File: config.mk
export PLATFORM = sky130hd
export DESIGN_NAME = tpp_div
export DESIGN_NICKNAME = d
export VERILOG_FILES = /design/src/hdl/tpp_div.sv
export SDC_FILE = /design/constraint.sdc
export NUM_CORES = 2
export LEC_CHECK = 0
export BUFFER_PORTS_ARGS = -buffer_cell sky130_fd_sc_hd__buf_4
export CORE_MARGIN = 2
export CORE_UTILIZATION = 40
export DETAILED_ROUTE_END_ITERATION = 10
export SLEW_MARGIN = 20
export SYNTH_ARGS = -nofsm -noshare
export SYNTH_HDL_FRONTEND = slang
export SYNTH_SLANG_ARGS = --single-unit
File: constraint.sdc
create_clock -name clk -period 11.9 [get_ports clk]
set_input_delay 2.38 -clock clk [delete_from_list [all_inputs] [get_ports clk]]
set_output_delay 2.38 -clock clk [all_outputs]
set_load 0.01 [all_outputs]
File: src/hdl/tpp_div.sv
module tpp_div #(
	parameter int NUM_W  = 64,
	parameter int DEN_W  = 32,
	parameter int Q_W    = 32,
	parameter int SIDE_W = 1
) (
	input  logic              clk,
	input  logic              arst_n,
	input  logic              in_vld,
	input  logic [NUM_W-1:0]  in_num,
	input  logic [DEN_W-1:0]  in_den,
	input  logic [SIDE_W-1:0] in_side,
	output logic              out_vld,
	output logic [Q_W:0]      out_quo,
	output logic [SIDE_W-1:0] out_side
);

	localparam int STAGES = Q_W / 2;

	logic [DEN_W-1:0]  rem_s  [0:STAGES];
	logic [DEN_W-1:0]  den_s  [0:STAGES];
	logic [Q_W-1:0]    low_s  [0:STAGES];
	logic [Q_W-1:0]    quo_s  [0:STAGES];
	logic [SIDE_W-1:0] side_s [0:STAGES];
	logic [STAGES:0]   vld_s;

	logic [Q_W:0]      quo_sr;
	logic [SIDE_W-1:0] side_sr;
	logic              vld_sr;

	assign rem_s[0]  = DEN_W'(in_num >> Q_W);
	assign den_s[0]  = in_den;
	assign low_s[0]  = in_num[Q_W-1:0];
	assign quo_s[0]  = '0;
	assign side_s[0] = in_side;
	assign vld_s[0]  = in_vld;

	for (genvar k = 0; k < STAGES; k++) begin : g_stage
		logic [DEN_W:0]   part;
		logic [DEN_W-1:0] rem_n;
		logic [Q_W-1:0]   quo_n;

		always_comb begin
			rem_n = rem_s[k];
			quo_n = quo_s[k];
			part  = '0;
			for (int j = 0; j < 2; j++) begin
				part = {rem_n, low_s[k][Q_W-1-(2*k+j)]};
				if (part >= {1'b0, den_s[k]}) begin
					part  = part - {1'b0, den_s[k]};
					quo_n = {quo_n[Q_W-2:0], 1'b1};
				end else begin
					quo_n = {quo_n[Q_W-2:0], 1'b0};
				end
				rem_n = part[DEN_W-1:0];
			end
		end

		always_ff @(posedge clk or negedge arst_n) begin
			if (!arst_n) begin
				vld_s[k+1] <= 1'b0;
			end else begin
				vld_s[k+1] <= vld_s[k];
			end
		end

		always_ff @(posedge clk) begin
			rem_s[k+1]  <= rem_n;
			den_s[k+1]  <= den_s[k];
			low_s[k+1]  <= low_s[k];
			quo_s[k+1]  <= quo_n;
			side_s[k+1] <= side_s[k];
		end
	end

	always_ff @(posedge clk or negedge arst_n) begin
		if (!arst_n) begin
			vld_sr <= 1'b0;
		end else begin
			vld_sr <= vld_s[STAGES];
		end
	end

	// round half up: remainder at least half the divisor
	always_ff @(posedge clk) begin
		quo_sr  <= {1'b0, quo_s[STAGES]}
			+ (Q_W+1)'({rem_s[STAGES], 1'b0} >= {1'b0, den_s[STAGES]});
		side_sr <= side_s[STAGES];
	end

	assign out_vld  = vld_sr;
	assign out_quo  = quo_sr;
	assign out_side = side_sr;

endmodule

Yosys cells after proc, flatten, opt, wreduce, memory -nomap -nowiden
Cells that the tools add are included.
Widths: inputs -> output; s select.
- output and inout bits: 35
- input bits: 100
- bits in registers: 1603
- muxes and demuxes: 64
- $add $sub $neg: 33
- magnitude comparators: 33
- operator list (operator ; count):
    $ge 33x32->1 ; 33
    $mux 32 ; 32
    $sub 32x32->32 ; 32
    $add 32x1->33 ; 1
    $mux 1 ; 32

Longest topological paths before layout
- word-level depth: 4
- depth in mapped cells: 29
- gate-level depth less buffers: 26

Worst setup path after synthesis
Ideal clock, no wire load.
- path type: input to register
- from: input port in_den[7]
- to: register rem_s[507] in the netlist's numbering
- buffers on the path: 2
- arrival: 7.573 ns
- required time: 11.777 ns
- stages: 24
- path slack: 4.203 ns
- cell sequence: inv_1 ha_1 a211oi_1 o21ai_0 a2111o_1 a21oi_1 o211ai_1 o2111ai_1 nand2_1 o32a_1 buf_1 mux2_2 ha_1 o21ai_0 a21oi_1 o31ai_1 o21ai_1 a311oi_1 o21ai_1 a21o_1 a31oi_1 o21ai_1 buf_2 mux2_1
- word-level cells in the longest chain between the ends: 4
- RTL lines (element ; line ; text):
    start, declared ; 11 ; input logic [DEN_W-1:0] in_den,
    $sub 32x32->32 / $ge 33x32->1 (equally long branches) ; 50, 49 ;
    $mux 32 ; 49 ; if (part >= {1'b0, den_s[k]}) begin
    $sub 32x32->32 / $ge 33x32->1 (equally long branches) ; 50, 49 ;
    $mux 32 (*) ; 49 ;
    named net g_stage[0].part[27] ; 39 ; logic [DEN_W:0] part;
    end signal, assigned by index ; 68 ; rem_s[k+1] <= rem_n;
    end, declared ; 20 ; logic [DEN_W-1:0] rem_s [0:STAGES];
The timed path passes the listed nets; every way through them passes the cells marked *.

Worst setup path after layout
- from: input port in_den[7]
- to: register rem_s[510] in the netlist's numbering
The elaborated chain is that of the path after synthesis.

==> key figures <==
Outcome
  • Run status: complete, no violations

Floorplanning
  • I/O pins: 135
  • Core footprint: 240000 sq um
  • Die ar.: 245000 sq um
  • Initial Utilization: 0.401
  • DIE WIDTH: 495 microns
  • Die Y: 495 microns
  • Cell Rows: 180

Global route
  • GRT busiest layer: met2
  • Total congestion overflow: 0
  • Met2 GRT Util: 0.421
  • GRT Total Usage: 0.227
  • First-pass GRT wire length: 440000 microns
  • Met3 Usage GRT: 0.0277
  • Initial antenna violation count: 12
  • Largest net degree at the start of global routing: 56
  • Met1 usage: 0.250
  • Vias in the first global route: 78.7k

Clock network
  • H-tree depth: 4
  • Clk slew on worst S/H paths: 0.06 ns
  • # resized after CTS: 0
  • Clock Latency Late Sink: 0.86 ns
  • CTS root buf: clkbuf_16
  • Clock sinks: 1603
  • CTS tree: done
  • Post-CTS Setup Repair Bufs: 0
  • Post-CTS Hold Fix Bufs: 0
  • Clock tree buffer depth: 3
  • TritonCTS buffer count: 181

Synth
  • Ys Warns: 0
  • Sequential area share after synthesis: 0.334
  • Number of synthesized flops with an enable pin: 0
  • Mapped Cells: 10.9k
  • Ys async rst share: 0.0106
  • Mapped Area: 96300 sq um
  • Syn_nets: 12.0k
  • Top-count cell post-synth: dfxtp_1
  • Synth Area per Inst: 8.88 sq um
  • Yosys reg bits: 1603
  • Synth cell types: 107
  • Commonest cells in the netlist: dfxtp_1 (1586), ha_1 (1057), a21oi_1 (1022)
  • Top area cells in the synthesized netlist: dfxtp_1 (33%), ha_1 (14%), xnor2_1 (5.3%)
  • Synth Flop Type: dfxtp_1
  • Top cell type by total area after synthesis: dfxtp_1
  • Synth top area share: 0.330

Route
  • Initial DRC Count: 4804
  • Drt pass-1 iters: 6
  • Vias per cell: 5.52
  • Drt total wl: 288000 microns
  • Final ANT Viol Nets: 0
  • WL/cell: 20.1 microns
  • DR vias: 79.0k
  • Final routed DRC violation total: 0

Place
  • Port bufs: 134
  • Placed insts: 14.0k
  • Gpl congestion: 0.974
  • Post-DP HPWL: 237000 microns
  • Dpl cell area: 101000 sq um

Cells and area
  • Share of cells above drive strength 1: 0.0957
  • Area added between synthesis and finish: 11.4%
  • Design Area, Final: 107000 sq um
  • Non-filler cells, final: 14.3k
  • Fillers: 23.2k
  • Nets: 12.2k

STA
  • RSZ-0062 raised after global routing: no
  • Slew Limit Fails: 0
  • Fmax achieved: 0.120 GHz
  • Hold Fails Final Rpt: 0
  • Period utilization: 0.698
  • Slew headroom: 0.195
  • Hold_ws: 0.289 ns
  • Least-Margin Pin Slew: 1.20 ns
  • Setup TNS: 0 ns
  • Endpoints failing setup: 0
  • Min Tclk post-route: 8.31 ns
  • Skew final: 0.0421 ns

Critical path
  • CP required: 12.62 ns
  • Critical Path Fanout Max: 9
  • Crit path DAT: 9.02 ns
  • Setup CP Type: input pin to flip-flop
  • Crit path from: in_den[7]
  • Critical Path Start Type: input pin
  • Setup crit end kind: flip-flop
  • RR Startpoint: den_s[225]

Worst hold path
  • Hold Crit Class: flip-flop to flip-flop
  • Hold path startpoint: quo_s[209]

Job
  • Max-Cap Viols: 0
## kinds of logic after synthesis
logic type                 synth area share
adders and majority gates             0.144
DFF                                   0.334
buffers and inverters                0.0433
and+or+nand+nor                       0.122
AOI/OAI and AO/OA                     0.205
xor gates and xnor gates             0.0804
muxes                                0.0715
## worst max-delay path: stages
cell and delay (ns):
buf_4 0.12, inv_1 0.09, ha_1 0.30, a211oi_1 0.30
o21ai_0 0.17, a2111o_1 0.38, a21oi_1 0.50, o211ai_1 0.22
o2111ai_1 0.19, nand2_1 0.13, o32a_2 0.30, mux2_2 0.33
ha_1 0.43, a21oi_1 0.28, o21ai_0 0.14, a21oi_1 0.31
o21ai_0 0.15, buf_4 0.18, a2111oi_0 0.99, o31ai_1 0.31
nand4_1 0.17, nand4b_1 0.09, a21oi_1 0.19, xnor2_1 0.08
mux2_2 0.26
## flip-flops by register name, indices dropped and copies added (netlist names)
| name | cells |
|---|---|
| den_s | 512 |
| rem_s | 512 |
| quo_s | 272 |
| low_s | 240 |
| out_quo | 33 |
| side_s | 16 |
| vld_s | 16 |
| out_side | 1 |
| out_vld | 1 |
## layout make-up
type / instances / area [sq um] / area share
clock inverters: 80 / 1330 / 0.0124
flip-flops and latches: 1603 / 32200 / 0.300
well taps: 3185 / 3990 / 0.0371
clock buffers: 253 / 5220 / 0.0487
inverters: 839 / 3150 / 0.0293
multi-input cells: 8171 / 60100 / 0.560
repair buffers: 175 / 1330 / 0.0124
diodes: 2 / 5.00 / 0.0000466
## layout by cell type, fill, tap and decap left out, types with 54 or more instances in the layout
cell type and instances:
o21a_1 135, ha_1 1057, xor2_1 298, a21oi_1 1020
a211oi_1 98, clkbuf_16 182, nand3_1 212, mux2_1 100
inv_1 832, a31oi_1 91, xnor2_1 586, o21bai_1 135
o31ai_1 54, dfxtp_1 1586, mux2_2 449, buf_4 174
nor2b_1 116, nand4_1 172, nor2_1 651, and3_1 83
o21ai_0 651, a21o_1 461, nand2_1 695, nand2b_1 114
nor3_1 141
## layer usage
metal  vias up  share of wire
met5         -              0
met2      1914           0.51
met4         0          0.060
met1     37398           0.40
met3       612          0.037
li1      39057              -
## through the flow
step / setup slack [ns] / util
floorplan: 4.20 / -
global placement: 2.87 / 0.420
detailed placement: 2.95 / 0.420
CTS: 3.65 / 0.447
global route: 3.32 / 0.447
finish: 3.59 / 0.447
## final timing paths
kind | to | slack [ns] | cells after the start
max | rem_s[510] | 3.59 | 25
min | quo_s[179] | 0.29 | 0
max reg2reg | rem_s[212] | 3.65 | 21
min reg2reg | quo_s[179] | 0.29 | 0
max in group asynchronous | vld_s[13] | 10.33 | 1
min in group asynchronous | vld_s[2] | 1.38 | 1
Power is not shown: default switching activity piles up to over one toggle a cycle in this logic, so the estimate is an artifact.
